## src/hw/rtl/digitizer_word_pair_parser_top_macros.svh

```systemverilog
// Assertion macros shared by the RTL files that check their own logic.
// Each macro samples on i_clk and is disabled while i_rst_n is low.
`ifndef DIGITIZER_WORD_PAIR_PARSER_TOP_MACROS_SVH
`define DIGITIZER_WORD_PAIR_PARSER_TOP_MACROS_SVH

// The consequent holds in the same cycle as the antecedent.
`define DWPP_ASSERT_SAME(label, ante, cons) \
    label: assert property (@(posedge i_clk) disable iff (!i_rst_n) (ante) |-> (cons)) \
        else $error("assertion failed");

// The consequent holds in the cycle after the antecedent.
`define DWPP_ASSERT_NEXT(label, ante, cons) \
    label: assert property (@(posedge i_clk) disable iff (!i_rst_n) (ante) |=> (cons)) \
        else $error("assertion failed");

`endif

```

## src/hw/rtl/dwpp_pkg.sv

```systemverilog
package dwpp_pkg;

    localparam int QUEUE_DEPTH = 4;

    localparam int CFG_IDX_W  = 2;
    localparam int CFG_DATA_W = 12;

    localparam int ADDR_W     = 12;
    localparam int VALUE_W    = 16;
    localparam int TIME_W     = 64;
    localparam int TS_LOW_W   = 28;
    localparam int TS_HIGH_W  = TIME_W - TS_LOW_W;
    localparam int INFO_W     = 20;
    localparam int ADDR_STEP  = 16;

    typedef enum logic [CFG_IDX_W-1:0] {
        CFG_TAPE_ENABLE  = 2'd0,
        CFG_TAPE_ADDR    = 2'd1,
        CFG_TAPE_PATTERN = 2'd2
    } t_cfg_idx;

    typedef enum logic [1:0] {
        WT_SKIP_A = 2'd0,
        WT_SKIP_B = 2'd1,
        WT_TIME   = 2'd2,
        WT_DATA   = 2'd3
    } t_word_type;

    typedef enum logic [2:0] {
        KIND_GOOD      = 3'd0,
        KIND_BAD_EOB   = 3'd1,
        KIND_BAD_ADDR  = 3'd2,
        KIND_BAD_TS    = 3'd3,
        KIND_PATTERN   = 3'd4
    } t_kind;

    localparam logic [3:0] INFO_TS_LOAD_A     = 4'd2;
    localparam logic [3:0] INFO_TS_LOAD_B     = 4'd3;
    localparam logic [3:0] INFO_TS_LOAD_C     = 4'd4;
    localparam logic [3:0] INFO_TS_LOAD_SHIFT = 4'd5;
    localparam logic [3:0] INFO_TS_LOAD_D     = 4'd7;

    localparam logic [1:0] PAT_JUNK = 2'd2;

    typedef struct packed {
        t_kind                kind;
        logic [ADDR_W-1:0]    chan_address;
        logic [TIME_W-1:0]    time_stamp;
        logic [VALUE_W-1:0]   charge_value;
        logic [VALUE_W-1:0]   cfd_value;
        logic [1:0]           pattern_code;
        logic [VALUE_W-1:0]   packet_id;
        logic                 last_result;
    } t_result;

    typedef struct packed {
        logic    two;
        t_result r0;
        t_result r1;
    } t_entry;

    typedef struct packed {
        logic   valid;
        t_entry entry;
    } t_slot;

endpackage

```

## src/hw/rtl/dwpp_stream_if.sv

```systemverilog
interface dwpp_in_if;
    logic        valid;
    logic        ready;
    logic [63:0] word;
    logic        last_in_buffer;

    modport source(output valid, output word, output last_in_buffer, input ready);
    modport sink(input valid, input word, input last_in_buffer, output ready);
endinterface

interface dwpp_out_if;
    logic        valid;
    logic        ready;
    logic [2:0]  kind;
    logic [11:0] chan_address;
    logic [63:0] time_stamp;
    logic [15:0] charge_value;
    logic [15:0] cfd_value;
    logic [1:0]  pattern_code;
    logic [15:0] packet_id;
    logic        last_result;

    modport source(output valid, output kind, output chan_address, output time_stamp,
                   output charge_value, output cfd_value, output pattern_code,
                   output packet_id, output last_result, input ready);
    modport sink(input valid, input kind, input chan_address, input time_stamp,
                 input charge_value, input cfd_value, input pattern_code,
                 input packet_id, input last_result, output ready);
endinterface

```

## src/hw/rtl/dwpp_front.sv

```systemverilog
module dwpp_front (
    input  logic                                i_clk,
    input  logic                                i_rst_n,
    dwpp_in_if.sink                             i_in,
    input  logic                                i_cfg_we,
    input  logic [dwpp_pkg::CFG_IDX_W-1:0]      i_cfg_idx,
    input  logic [dwpp_pkg::CFG_DATA_W-1:0]     i_cfg_data,
    input  logic                                i_q_full,
    output dwpp_pkg::t_slot                     o_push
);

    logic                                r_tape_enable;
    logic [dwpp_pkg::ADDR_W-1:0]         r_tape_addr;
    logic [1:0]                          r_tape_pattern;

    logic [dwpp_pkg::TS_HIGH_W-1:0]      r_ts_high;
    logic [dwpp_pkg::TS_HIGH_W-1:0]      n_ts_high;
    logic                                r_pend_valid;
    logic                                n_pend_valid;
    logic [dwpp_pkg::ADDR_W-1:0]         r_pend_addr;
    logic [dwpp_pkg::ADDR_W-1:0]         n_pend_addr;
    logic [dwpp_pkg::TIME_W-1:0]         r_pend_time;
    logic [dwpp_pkg::TIME_W-1:0]         n_pend_time;
    logic [dwpp_pkg::VALUE_W-1:0]        r_pend_charge;
    logic [dwpp_pkg::VALUE_W-1:0]        n_pend_charge;

    logic                                accept;
    logic [63:0]                         w;
    dwpp_pkg::t_word_type                w_type;
    logic [3:0]                          w_info;
    logic [dwpp_pkg::ADDR_W-1:0]         w_addr;
    logic [dwpp_pkg::VALUE_W-1:0]        w_val;
    logic [dwpp_pkg::TIME_W-1:0]         w_time;
    logic [dwpp_pkg::ADDR_W:0]           addr_next;
    logic                                pair_good;
    logic                                fresh_en;
    logic                                fres_valid;
    dwpp_pkg::t_result                   pair;
    dwpp_pkg::t_result                   fres;

    assign i_in.ready = !i_q_full;
    assign accept     = i_in.valid && !i_q_full;

    assign w         = i_in.word;
    assign w_type    = dwpp_pkg::t_word_type'(w[63:62]);
    assign w_info    = w[55:52];
    assign w_addr    = w[59:48];
    assign w_val     = w[47:32];
    assign w_time    = {r_ts_high, w[dwpp_pkg::TS_LOW_W-1:0]};
    assign addr_next = {1'b0, r_pend_addr} + (dwpp_pkg::ADDR_W+1)'(dwpp_pkg::ADDR_STEP);

    always_comb begin
        pair              = '0;
        pair.chan_address = r_pend_addr;
        pair.time_stamp   = r_pend_time;
        pair.charge_value = r_pend_charge;
        pair_good         = 1'b0;
        if ({1'b0, w_addr} != addr_next) begin
            pair.kind = dwpp_pkg::KIND_BAD_ADDR;
        end else if (w_time != r_pend_time) begin
            pair.kind = dwpp_pkg::KIND_BAD_TS;
        end else begin
            pair.kind      = dwpp_pkg::KIND_GOOD;
            pair.cfd_value = w_val;
            pair_good      = 1'b1;
        end
    end

    assign fresh_en = !r_pend_valid || !pair_good;

    always_comb begin
        n_ts_high     = r_ts_high;
        n_pend_valid  = r_pend_valid;
        n_pend_addr   = r_pend_addr;
        n_pend_time   = r_pend_time;
        n_pend_charge = r_pend_charge;
        fres          = '0;
        fres_valid    = 1'b0;
        if (accept) begin
            n_pend_valid = 1'b0;
            if (fresh_en) begin
                unique case (w_type)
                    dwpp_pkg::WT_SKIP_A, dwpp_pkg::WT_SKIP_B: begin
                    end
                    dwpp_pkg::WT_TIME: begin
                        unique case (w_info)
                            dwpp_pkg::INFO_TS_LOAD_A, dwpp_pkg::INFO_TS_LOAD_B,
                            dwpp_pkg::INFO_TS_LOAD_C, dwpp_pkg::INFO_TS_LOAD_D: begin
                                n_ts_high = dwpp_pkg::TS_HIGH_W'(w[51:32]);
                            end
                            dwpp_pkg::INFO_TS_LOAD_SHIFT: begin
                                n_ts_high = dwpp_pkg::TS_HIGH_W'(
                                    {w[51:32], {dwpp_pkg::INFO_W{1'b0}}});
                            end
                            default: begin
                            end
                        endcase
                    end
                    dwpp_pkg::WT_DATA: begin
                        fres.chan_address = w_addr;
                        fres.time_stamp   = w_time;
                        if (r_tape_enable && (w_addr == r_tape_addr)) begin
                            fres.kind         = dwpp_pkg::KIND_PATTERN;
                            fres.pattern_code = (r_tape_pattern > dwpp_pkg::PAT_JUNK) ?
                                                dwpp_pkg::PAT_JUNK : r_tape_pattern;
                            fres.packet_id    = w_val;
                            fres_valid        = 1'b1;
                        end else if (i_in.last_in_buffer) begin
                            fres.kind         = dwpp_pkg::KIND_BAD_EOB;
                            fres.charge_value = w_val;
                            fres_valid        = 1'b1;
                        end else begin
                            n_pend_valid  = 1'b1;
                            n_pend_addr   = w_addr;
                            n_pend_time   = w_time;
                            n_pend_charge = w_val;
                        end
                    end
                endcase
            end
        end
    end

    always_comb begin
        o_push.valid                = accept && (r_pend_valid || fres_valid);
        o_push.entry.two            = r_pend_valid && fres_valid;
        o_push.entry.r0             = r_pend_valid ? pair : fres;
        o_push.entry.r0.last_result = !(r_pend_valid && fres_valid);
        o_push.entry.r1             = fres;
        o_push.entry.r1.last_result = 1'b1;
    end

    always_ff @(posedge i_clk) begin
        if (!i_rst_n) begin
            r_tape_enable  <= 1'b0;
            r_tape_addr    <= '0;
            r_tape_pattern <= '0;
        end else if (i_cfg_we) begin
            unique case (i_cfg_idx)
                dwpp_pkg::CFG_TAPE_ENABLE:  r_tape_enable  <= i_cfg_data[0];
                dwpp_pkg::CFG_TAPE_ADDR:    r_tape_addr    <= i_cfg_data[dwpp_pkg::ADDR_W-1:0];
                dwpp_pkg::CFG_TAPE_PATTERN: r_tape_pattern <= i_cfg_data[1:0];
                default: begin
                end
            endcase
        end
    end

    always_ff @(posedge i_clk) begin
        if (!i_rst_n) begin
            r_ts_high    <= '0;
            r_pend_valid <= 1'b0;
        end else begin
            r_ts_high    <= n_ts_high;
            r_pend_valid <= n_pend_valid;
        end
    end

    always_ff @(posedge i_clk) begin
        r_pend_addr   <= n_pend_addr;
        r_pend_time   <= n_pend_time;
        r_pend_charge <= n_pend_charge;
    end

endmodule

```

## src/hw/rtl/dwpp_queue.sv

```systemverilog
`include "digitizer_word_pair_parser_top_macros.svh"

module dwpp_queue #(
    parameter int DEPTH = dwpp_pkg::QUEUE_DEPTH
) (
    input  logic             i_clk,
    input  logic             i_rst_n,
    input  dwpp_pkg::t_slot  i_push,
    output logic             o_full,
    output dwpp_pkg::t_slot  o_head,
    input  logic             i_pop
);

    localparam int PTR_W = (DEPTH > 1) ? $clog2(DEPTH) : 1;
    localparam int CNT_W = $clog2(DEPTH + 1);

    dwpp_pkg::t_entry   r_mem [DEPTH];
    logic [PTR_W-1:0]   r_wr;
    logic [PTR_W-1:0]   n_wr;
    logic [PTR_W-1:0]   r_rd;
    logic [PTR_W-1:0]   n_rd;
    logic [CNT_W-1:0]   r_count;
    logic [CNT_W-1:0]   n_count;
    logic               push;
    logic               pop;

    assign push   = i_push.valid;
    assign pop    = i_pop;
    assign o_full = (r_count == CNT_W'(DEPTH));

    assign o_head.valid = (r_count != '0);
    assign o_head.entry = r_mem[r_rd];

    always_comb begin
        n_wr    = r_wr;
        n_rd    = r_rd;
        n_count = r_count;
        if (push) begin
            n_wr = (r_wr == PTR_W'(DEPTH - 1)) ? '0 : r_wr + PTR_W'(1);
        end
        if (pop) begin
            n_rd = (r_rd == PTR_W'(DEPTH - 1)) ? '0 : r_rd + PTR_W'(1);
        end
        if (push && !pop) begin
            n_count = r_count + CNT_W'(1);
        end else if (pop && !push) begin
            n_count = r_count - CNT_W'(1);
        end
    end

    always_ff @(posedge i_clk) begin
        if (!i_rst_n) begin
            r_wr    <= '0;
            r_rd    <= '0;
            r_count <= '0;
        end else begin
            r_wr    <= n_wr;
            r_rd    <= n_rd;
            r_count <= n_count;
        end
    end

    always_ff @(posedge i_clk) begin
        if (push) begin
            r_mem[r_wr] <= i_push.entry;
        end
    end

    `DWPP_ASSERT_SAME(a_no_push_when_full, push, !o_full)
    `DWPP_ASSERT_SAME(a_no_pop_when_empty, pop, o_head.valid)
    `DWPP_ASSERT_SAME(a_count_in_range, 1'b1, r_count <= CNT_W'(DEPTH))

endmodule

```

## src/hw/rtl/dwpp_back.sv

```systemverilog
`include "digitizer_word_pair_parser_top_macros.svh"

module dwpp_back (
    input  logic             i_clk,
    input  logic             i_rst_n,
    input  dwpp_pkg::t_slot  i_head,
    output logic             o_pop,
    dwpp_out_if.source       o_out
);

    logic                r_valid;
    logic                n_valid;
    logic                r_half;
    logic                n_half;
    dwpp_pkg::t_result   r_data;
    dwpp_pkg::t_result   sel;
    logic                load;
    logic                last_half;

    assign load      = i_head.valid && (!r_valid || o_out.ready);
    assign sel       = r_half ? i_head.entry.r1 : i_head.entry.r0;
    assign last_half = !i_head.entry.two || r_half;
    assign o_pop     = load && last_half;

    always_comb begin
        n_valid = r_valid && !o_out.ready;
        n_half  = r_half;
        if (load) begin
            n_valid = 1'b1;
            n_half  = !last_half;
        end
    end

    always_ff @(posedge i_clk) begin
        if (!i_rst_n) begin
            r_valid <= 1'b0;
            r_half  <= 1'b0;
        end else begin
            r_valid <= n_valid;
            r_half  <= n_half;
        end
    end

    always_ff @(posedge i_clk) begin
        if (load) begin
            r_data <= sel;
        end
    end

    assign o_out.valid        = r_valid;
    assign o_out.kind         = r_data.kind;
    assign o_out.chan_address = r_data.chan_address;
    assign o_out.time_stamp   = r_data.time_stamp;
    assign o_out.charge_value = r_data.charge_value;
    assign o_out.cfd_value    = r_data.cfd_value;
    assign o_out.pattern_code = r_data.pattern_code;
    assign o_out.packet_id    = r_data.packet_id;
    assign o_out.last_result  = r_data.last_result;

    `DWPP_ASSERT_SAME(a_half_keeps_entry, r_half, i_head.valid && i_head.entry.two)
    `DWPP_ASSERT_SAME(a_half_has_output, r_half, r_valid)
    `DWPP_ASSERT_SAME(a_first_of_two_marks_half, r_valid && !r_data.last_result, r_half)

endmodule

```

## src/hw/rtl/digitizer_word_pair_parser_top.sv

```systemverilog
// A result is registered in the result queue when its item is accepted, then in the output
// register that drives the output; a data word that may pair waits in the front for the next word.
// Throughput: one item per cycle while the result queue is not full; an item with two
// results is sent as two in turn, absorbed by the result queue between front and output stage.
// The front accepts items while the result queue has a free entry.
// Reset is synchronous and active low; it clears the configuration registers, the stored
// high timestamp bits, the pending pair and the queue, and needs no clearing pass.
module digitizer_word_pair_parser_top #(
    parameter int QUEUE_DEPTH = dwpp_pkg::QUEUE_DEPTH
) (
    input  logic                             i_clk,
    input  logic                             i_rst_n,
    dwpp_in_if.sink                          i_in,
    dwpp_out_if.source                       o_out,
    input  logic                             i_cfg_we,
    input  logic [dwpp_pkg::CFG_IDX_W-1:0]   i_cfg_idx,
    input  logic [dwpp_pkg::CFG_DATA_W-1:0]  i_cfg_data
);

    dwpp_pkg::t_slot  push;
    dwpp_pkg::t_slot  head;
    logic             q_full;
    logic             pop;

    dwpp_front u_front (
        .i_clk      (i_clk),
        .i_rst_n    (i_rst_n),
        .i_in       (i_in),
        .i_cfg_we   (i_cfg_we),
        .i_cfg_idx  (i_cfg_idx),
        .i_cfg_data (i_cfg_data),
        .i_q_full   (q_full),
        .o_push     (push)
    );

    dwpp_queue #(
        .DEPTH (QUEUE_DEPTH)
    ) u_queue (
        .i_clk   (i_clk),
        .i_rst_n (i_rst_n),
        .i_push  (push),
        .o_full  (q_full),
        .o_head  (head),
        .i_pop   (pop)
    );

    dwpp_back u_back (
        .i_clk   (i_clk),
        .i_rst_n (i_rst_n),
        .i_head  (head),
        .o_pop   (pop),
        .o_out   (o_out)
    );

endmodule
```

## src/flat_wrapper.sv

```systemverilog
// flat-port wrapper written by rule: the top's interface ports become plain ports
module digitizer_word_pair_parser_top_flat 
#(
    parameter int QUEUE_DEPTH = dwpp_pkg::QUEUE_DEPTH
)
  (i_clk, i_rst_n, i_cfg_we, i_cfg_idx, i_cfg_data, i_in_valid, i_in_word, i_in_last_in_buffer, i_in_ready, o_out_valid, o_out_kind, o_out_chan_address, o_out_time_stamp, o_out_charge_value, o_out_cfd_value, o_out_pattern_code, o_out_packet_id, o_out_last_result, o_out_ready);
  dwpp_in_if i_in_i ();
  dwpp_out_if o_out_i ();
  input  logic i_clk;
  input  logic i_rst_n;
  input  logic i_cfg_we;
  input  logic [dwpp_pkg::CFG_IDX_W-1:0] i_cfg_idx;
  input  logic [dwpp_pkg::CFG_DATA_W-1:0] i_cfg_data;
  input wire logic [$bits(i_in_i.valid)-1:0] i_in_valid;
  input wire logic [$bits(i_in_i.word)-1:0] i_in_word;
  input wire logic [$bits(i_in_i.last_in_buffer)-1:0] i_in_last_in_buffer;
  output wire logic [$bits(i_in_i.ready)-1:0] i_in_ready;
  output wire logic [$bits(o_out_i.valid)-1:0] o_out_valid;
  output wire logic [$bits(o_out_i.kind)-1:0] o_out_kind;
  output wire logic [$bits(o_out_i.chan_address)-1:0] o_out_chan_address;
  output wire logic [$bits(o_out_i.time_stamp)-1:0] o_out_time_stamp;
  output wire logic [$bits(o_out_i.charge_value)-1:0] o_out_charge_value;
  output wire logic [$bits(o_out_i.cfd_value)-1:0] o_out_cfd_value;
  output wire logic [$bits(o_out_i.pattern_code)-1:0] o_out_pattern_code;
  output wire logic [$bits(o_out_i.packet_id)-1:0] o_out_packet_id;
  output wire logic [$bits(o_out_i.last_result)-1:0] o_out_last_result;
  input wire logic [$bits(o_out_i.ready)-1:0] o_out_ready;
  assign i_in_i.valid = i_in_valid;
  assign i_in_i.word = i_in_word;
  assign i_in_i.last_in_buffer = i_in_last_in_buffer;
  assign i_in_ready = i_in_i.ready;
  assign o_out_valid = o_out_i.valid;
  assign o_out_kind = o_out_i.kind;
  assign o_out_chan_address = o_out_i.chan_address;
  assign o_out_time_stamp = o_out_i.time_stamp;
  assign o_out_charge_value = o_out_i.charge_value;
  assign o_out_cfd_value = o_out_i.cfd_value;
  assign o_out_pattern_code = o_out_i.pattern_code;
  assign o_out_packet_id = o_out_i.packet_id;
  assign o_out_last_result = o_out_i.last_result;
  assign o_out_i.ready = o_out_ready;
  digitizer_word_pair_parser_top #(.QUEUE_DEPTH(QUEUE_DEPTH)) u_core (.i_clk(i_clk), .i_rst_n(i_rst_n), .i_in(i_in_i), .o_out(o_out_i), .i_cfg_we(i_cfg_we), .i_cfg_idx(i_cfg_idx), .i_cfg_data(i_cfg_data));
endmodule
```

## config.mk

```make
export PLATFORM = sky130hd
export DESIGN_NAME = digitizer_word_pair_parser_top_flat
export DESIGN_NICKNAME = d
export VERILOG_FILES = /design/src/hw/rtl/dwpp_pkg.sv /design/src/hw/rtl/dwpp_stream_if.sv /design/src/hw/rtl/dwpp_front.sv /design/src/hw/rtl/dwpp_queue.sv /design/src/hw/rtl/dwpp_back.sv /design/src/hw/rtl/digitizer_word_pair_parser_top.sv /design/src/flat_wrapper.sv
export VERILOG_INCLUDE_DIRS = /design/src /design/src/hw/rtl
export SDC_FILE = /design/constraint.sdc
export NUM_CORES = 1
export LEC_CHECK = 0
export ABC_CLOCK_PERIOD_IN_PS = 12900
export BUFFER_PORTS_ARGS = -buffer_cell sky130_fd_sc_hd__buf_4
export CAP_MARGIN = 10
export CORE_ASPECT_RATIO = 1.25
export CORE_MARGIN = 2
export CORE_UTILIZATION = 61
export DETAILED_ROUTE_END_ITERATION = 12
export GPL_TIMING_DRIVEN = 0
export PLACE_DENSITY = 0.79
export SLEW_MARGIN = 0
export SYNTH_ARGS = -nofsm -noshare
export SYNTH_HDL_FRONTEND = slang
export SYNTH_SLANG_ARGS = --single-unit
```

## constraint.sdc

```tcl
create_clock -name i_clk -period 12.9 [get_ports i_clk]
set_clock_uncertainty 0.2 [all_clocks]
set_input_delay 2.58 -clock i_clk [delete_from_list [all_inputs] [get_ports i_clk]]
set_output_delay 2.58 -clock i_clk [all_outputs]
set_load 0.02 [all_outputs]
```

==> results of run 1 <==
layout make-up:
class / instances / share of cell area [%]
Buffer: 142 / 1.09
Clock buffer: 131 / 5.13
Multi-Input combinational cell: 1340 / 20.2
Antenna cell: 5 / 0.0221
Clock inverter: 77 / 1.67
Sequential cell: 1257 / 65.6
Inverter: 7 / 0.0464
Tap cell: 1062 / 2.35
Timing Repair Buffer: 235 / 3.95
registers in the layout (all words and copies together), names as in the netlist, 2 cells and up, named ones only:
name and flops:
u_core.u_back.o_out.chan_address 12, u_core.u_front.r_pend_addr 12, u_core.u_front.r_tape_pattern 2, u_core.u_queue.r_count 3, u_core.u_back.o_out.pattern_code 2, u_core.u_back.o_out.packet_id 16
u_core.u_back.o_out.time_stamp 64, u_core.u_front.r_pend_time 64, u_core.u_back.o_out.cfd_value 16, u_core.u_queue.r_wr 2, u_core.u_queue.r_mem 972, u_core.u_front.r_ts_high 36
u_core.u_front.r_pend_charge 16, u_core.u_back.o_out.charge_value 16, u_core.u_front.r_tape_addr 12, u_core.u_back.o_out.kind 3, u_core.u_queue.r_rd 2
where the power goes:
group	internal (mW)	switching (mW)	total, mW
sequential	4.91	0.112	5.03
combinational	1.00	1.48	2.48
clock	2.02	1.46	3.47
total	7.93	3.05	11.0
per-layer routing:
metal	wire length [um]	up-vias	track usage (%)	share of wire (%)
li1	-	11200	-	-
met1	41700	13500	36.4	37
met2	56900	1391	45.7	50
met3	9640	264	5.19	8.5
met4	5080	8	12.2	4.5
met5	44	-	0	0.039
tightest hold or removal path, stage by stage (launching register included):
cell	delay [ps]
dfxtp_1	320
mux2i_1	120
nor2b_1	60
layout by cell type, fill, tap and decap left out, types with 4 or more instances in the layout:
cell type,count
clkbuf_1,108
and2_4,5
clkinvlp_4,8
nor4_1,4
bufinv_16,20
and3_1,6
diode_2,5
o21ai_0,84
buf_12,10
xor2_1,7
nor3_1,7
nor2_1,4
ha_1,7
edfxtp_1,1194
clkinv_2,26
mux4_2,243
nand4_1,20
nand3_1,7
nand2_1,569
clkbuf_16,112
xnor2_1,84
buf_16,19
buf_1,35
buf_2,10
and2_1,164
clkinv_1,15
inv_1,7
dfxtp_1,63
a22o_1,16
inv_6,4
buf_4,208
mux2i_1,54
nor2b_1,22
per-stage QoR:
stage	power (mW)	cells	hold slack (ps)	instance area, sq um	TNS, ps
final	11.0	4256	344	56600	0
after global routing	11.3	4251	358	56600	0
after CTS	11.0	4250	343	56600	0
after detailed placement	7.61	4042	332	52700	0
after global placement	7.62	4016	281	52000	-2216040
after floorplan	6.70	2746	277	49200	0
cells by family after synthesis:
kind of cell	count (synthesis)	share of synthesized area, %
muxes	297	12.2
AOI/OAI and AO/OA	113	1.34
buffers and inverters	149	1.31
xor gates and xnor gates	91	1.62
adders and majority gates	8	0.219
DFF	1257	75.5
and+or+nand+nor	831	7.77
worst max-delay path by stage:
stage | slack, ps | end | cells after the start
2_1_floorplan | 2040 | u_core.u_queue.r_count[2]$_SDFFE_PN0P_ | 10
3_3_place_gp | -2220 | u_core.u_queue.r_mem[3][53]$_DFFE_PP_ | 8
3_5_place_dp | 6010 | u_core.u_front.r_pend_time[17]$_DFFE_PP_ | 11
4_1_cts | 6700 | u_core.u_front.r_pend_time[6]$_DFFE_PP_ | 11
5_1_grt | 6580 | u_core.u_front.r_pend_time[33]$_DFFE_PP_ | 11
6_report | 6620 | u_core.u_front.r_pend_charge[5]$_DFFE_PP_ | 11
==> results.sh, run 1 <==
export IMPL_dieWidth_um=258
export IMPL_crit_start="i_in_word[54]"
export IMPL_cts_max_path_buffers=3
export IMPL_max_slew_margin_rel_pct=20.8
export IMPL_drive_above_1_share_pct=21.4
export IMPL_avgViaCountPerCell=6.19
export IMPL_crit_family="simple AND/OR/NAND/NOR gates"
export IMPL_maxCapViolCount=0
export IMPL_port_buffers=208
export IMPL_crit_top_cell="clkbuf_1"
export IMPL_synthCells=2746
export IMPL_ys_ff_latch=1257
export IMPL_crit_required_ps=13040
export IMPL_drt_iter0_drc=2941
export IMPL_hold_viol_final=0
export IMPL_r2r_end="u_core.u_front.r_pend_charge[5]$_DFFE_PP_"
export IMPL_holdPathEnd="u_core.u_front.r_tape_addr[9]$_SDFFE_PN0P_"
export IMPL_multi_input_area_sq_um=11400
export IMPL_synthTopCellsByCount="edfxtp_1, nand2_1, mux4_2"
export IMPL_nFillCells=4710
export IMPL_clk_latency_ps=700
export IMPL_post_cts_buffers=0
export IMPL_synth_area_leaders="edfxtp_1, mux4_2, nand2_1"
export IMPL_status="finished clean"
export IMPL_crit_arrival_ps=6420
export IMPL_fmax_mhz=159
export IMPL_clkTransAtPathRegs_ps=60
export IMPL_yosys_warnings=0
export IMPL_syn_cell_area_sq_um=49200
export IMPL_yosys_most_used_dff="edfxtp_1"
export IMPL_r2r_slack_ps=7970
export IMPL_grtUsageTotal_pct=27.6
export IMPL_slew_violations=0
export IMPL_synth_nets=2838
export IMPL_worstHoldPathCells=2
export IMPL_endpoint_kind="register"
export IMPL_num_io_pins=216
export IMPL_crit_type="input port to register"
export IMPL_critical_path_max_stage_delay_ps=760
export IMPL_synth_top_area_cell="edfxtp_1"
export IMPL_worstHoldStart="u_core.u_front.r_tape_addr[9]$_SDFFE_PN0P_"
export IMPL_cp_cell_sequence="buf_4 -> clkbuf_1 -> xor2_1 -> nor3_1 -> a31o_1 -> nand3_1 -> nor4_4 -> nor2_1 -> clkbuf_1 -> and2_4 -> buf_16"
export IMPL_p_per_area_nw_per_um2=194
export IMPL_grt_start_max_net_pins=57
export IMPL_dieArea_sq_um=82900
export IMPL_holdBufCountCts=0
export IMPL_ir_drop_mv=0.281
export IMPL_dpl_worst_slack_ps=6010
export IMPL_finalWorstSetupSlack_ps=6620
export IMPL_avgSynthCellArea_sq_um=17.9
export IMPL_drc=0
export IMPL_hold_class="register to register"
export IMPL_worst_pin_slew_ps=1190
export IMPL_regArea_sq_um=37100
export IMPL_worstRegToRegCells=10
export IMPL_final_util_pct=70.8
export IMPL_yosysMostFrequentCell="edfxtp_1"
export IMPL_wl_um=113000
export IMPL_wl_per_cell_um=26.6
export IMPL_grt_pass1_vias=26800
export IMPL_cts_tree="built"
export IMPL_p_leak_nw=19.2
export IMPL_final_nets=3186
export IMPL_antenna_found_initial=13
export IMPL_initial_utilization_pct=61.5
export IMPL_postSynth_asyncResetShare_pct=0
export IMPL_core_sq_um=80000
export IMPL_antenna_left=0
export IMPL_synth_top_area_share_pct=72.9
export IMPL_clock_sinks=1257
export IMPL_cp_max_fo=52
export IMPL_hpwl_um=73800
export IMPL_htree_levels=3
export IMPL_cp_slowest_cell="nor2_1"
export IMPL_period_share_pct=48.7
export IMPL_die_h_um=321
export IMPL_crit_path_start_kind="input port"
export IMPL_synth_distinct_cells=49
export IMPL_cts_buffers=111
export IMPL_drt_pass1_iterations=5
export IMPL_routabilityCongestion=0.858
export IMPL_synth_edff_count=1194
export IMPL_period_needed_ps=6280
export IMPL_ys_seq_area_share_pct=75.5
export IMPL_num_rows=116
export IMPL_path_buf_inv=4
export IMPL_reg2reg_from="u_core.u_front.r_pend_addr[4]$_DFFE_PP_"
export IMPL_cts_root_buf="clkbuf_16"
export IMPL_area_delta_synth_final_pct=15.1
export IMPL_grt_ovfl_total=0
export IMPL_grt_pass1_wl_um=168000
export IMPL_vias=26300
export IMPL_grt_setup_unrepaired="no"
export IMPL_finalSetupViolations=0
export IMPL_cts_resized=0
(Power assumes the default switching activity.)
==> run 2, diff against run 1 <==
- ABC_CLOCK_PERIOD_IN_PS: 12900 -> 6100
- clock period: 12.9 -> 6.1 ns (I/O delays scaled with it)
==> run 2 against run 1 <==
Register-to-register slack lost 6800 ps. Flip-flop and latch count is the same. First-iteration DRC count shrank 0.34%. Global-route usage is essentially flat. Final area shrank 0.65%. Die area is the same. Non-clock buffer count shrank 2. Routed wire length grew 0.25%. Power grew 110%. Core utilization shrank 0.46 points. Count of clock-buffer cells in the layout grew 10.
==> results.sh, run 2 (synthesis results as in run 1) <==
export IMPL_fin_cells=4248
export IMPL_port_buffers=208
export IMPL_period_share_pct=82.1
export IMPL_reg2reg_from="u_core.u_front.r_pend_addr[4]$_DFFE_PP_"
export IMPL_final_common_cell="edfxtp_1"
export IMPL_drt_pass1_iterations=6
export IMPL_status="finished clean"
export IMPL_setup_worst_path_end="u_core.u_queue.r_mem[1][28]$_DFFE_PP_"
export IMPL_grt_pass1_vias=26700
export IMPL_clk_latency_ps=690
export IMPL_wl_um=114000
export IMPL_fmax_mhz=200
export IMPL_avgViaCountPerCell=6.17
export IMPL_dpl_cell_count=4039
export IMPL_antenna_found_initial=10
export IMPL_grtUsageTotal_pct=27.6
export IMPL_antenna_left=0
export IMPL_grt_pass1_wl_um=168000
export IMPL_hpwl_um=72400
export IMPL_p_per_area_nw_per_um2=404
export IMPL_crit_start="i_in_word[53]"
export IMPL_vias=26200
export IMPL_cts_root_buf="clkbuf_16"
export IMPL_clock_sinks=1257
export IMPL_hold_class="register to register"
export IMPL_worst_pin_slew_ps=1230
export IMPL_finalWorstSetupSlack_ps=1090
export IMPL_crit_type="input port to register"
export IMPL_area_delta_synth_final_pct=14.4
export IMPL_crit_required_ps=6260
export IMPL_p_leak_nw=19.0
export IMPL_initial_utilization_pct=61.5
export IMPL_ir_drop_mv=0.566
export IMPL_worstHoldStart="u_core.u_front.r_tape_addr[6]$_SDFFE_PN0P_"
export IMPL_die_h_um=321
export IMPL_num_rows=116
export IMPL_wl_per_cell_um=26.7
export IMPL_dieWidth_um=258
export IMPL_largest_register="u_core.u_queue.r_mem"
export IMPL_cts_max_path_buffers=3
export IMPL_core_sq_um=80000
export IMPL_worstRegToRegCells=10
export IMPL_maxCapViolCount=0
export IMPL_setup_tns_final_ps=0
export IMPL_dpl_cell_area_sq_um=52700
export IMPL_dieArea_sq_um=82900
export IMPL_drive_above_1_share_pct=20.7
export IMPL_cts_buffers=111
export IMPL_final_util_pct=70.3
export IMPL_endpoint_kind="register"
export IMPL_stdcell_area_sq_um=56200
export IMPL_finalSetupViolations=0
export IMPL_clkTransAtPathRegs_ps=60
export IMPL_largest_reg_flops=972
export IMPL_final_nets=3184
export IMPL_cts_resized=0
export IMPL_routabilityCongestion=0.869
export IMPL_num_io_pins=216
export IMPL_period_needed_ps=5010
export IMPL_grt_ovfl_total=0
export IMPL_htree_levels=3
export IMPL_max_slew_margin_rel_pct=18.2
export IMPL_slew_violations=0
export IMPL_crit_arrival_ps=5160
export IMPL_dpl_worst_slack_ps=430
export IMPL_grt_start_max_net_pins=61
export IMPL_r2r_end="u_core.u_front.r_pend_charge[3]$_DFFE_PP_"
export IMPL_grt_setup_unrepaired="no"
export IMPL_drt_iter0_drc=2931
export IMPL_timing_hold_ws_ps=340
export IMPL_cts_tree="built"
export IMPL_power_mw=22.7
export IMPL_r2r_slack_ps=1160
export IMPL_drc=0
export IMPL_hold_viol_final=0
export IMPL_holdBufCountCts=0
export IMPL_cp_max_fo=58
export IMPL_final_cell_mix="edfxtp_1, nand2_1, mux4_2"
export IMPL_post_cts_buffers=0
export IMPL_crit_path_start_kind="input port"
export IMPL_nFillCells=4737
[run 2: where the power goes]
group	internal, mW	switching [mW]	leakage [nW]
logic	2.11	3.12	5.52
clock network	3.88	3.00	1.72
registers	10.4	0.230	11.8
[run 2: critical path, stage by stage]
cell and delay (ps):
buf_4 110, clkbuf_1 440, xnor2_1 190, nand4_1 110, or4_1 640, nor2b_1 270, o21ai_2 370, and2_4 750
buf_16 340, buf_16 350, buf_16 280
[run 2: per-layer routing]
layer	wire [um]	up-vias	global-route usage, %
met2	57800	1288	46.3
met3	8810	260	4.41
li1	-	11200	-
met4	4640	8	11.9
met5	55	-	0
met1	42300	13400	36.3
[run 2: area by class of cell]
cell class | instances | area (sq um) | area share [%]
sequential | 1257 | 37100 | 66.0
antenna | 8 | 20.0 | 0.0356
clock inverter | 58 | 581 | 1.03
clock buffer | 141 | 2950 | 5.25
buffer | 142 | 618 | 1.10
inverter | 7 | 26.3 | 0.0467
multi-input combinational | 1340 | 11400 | 20.3
tap | 1062 | 1330 | 2.36
timing repair buffer | 233 | 2170 | 3.87
[run 2: worst min-delay path by stage]
stage,to,slack (ps),cells after the start
final,u_core.u_front.r_tape_addr[6]$_SDFFE_PN0P_,340,2
after global placement,u_core.u_queue.r_count[2]$_SDFFE_PN0P_,290,2
after floorplan,u_core.u_queue.r_count[2]$_SDFFE_PN0P_,280,2
after CTS,u_core.u_front.r_tape_addr[6]$_SDFFE_PN0P_,340,2
after detailed placement,u_core.u_back.o_out.valid$_SDFF_PN0_,330,2
after global routing,u_core.u_front.r_pend_time[49]$_DFFE_PP_,360,0
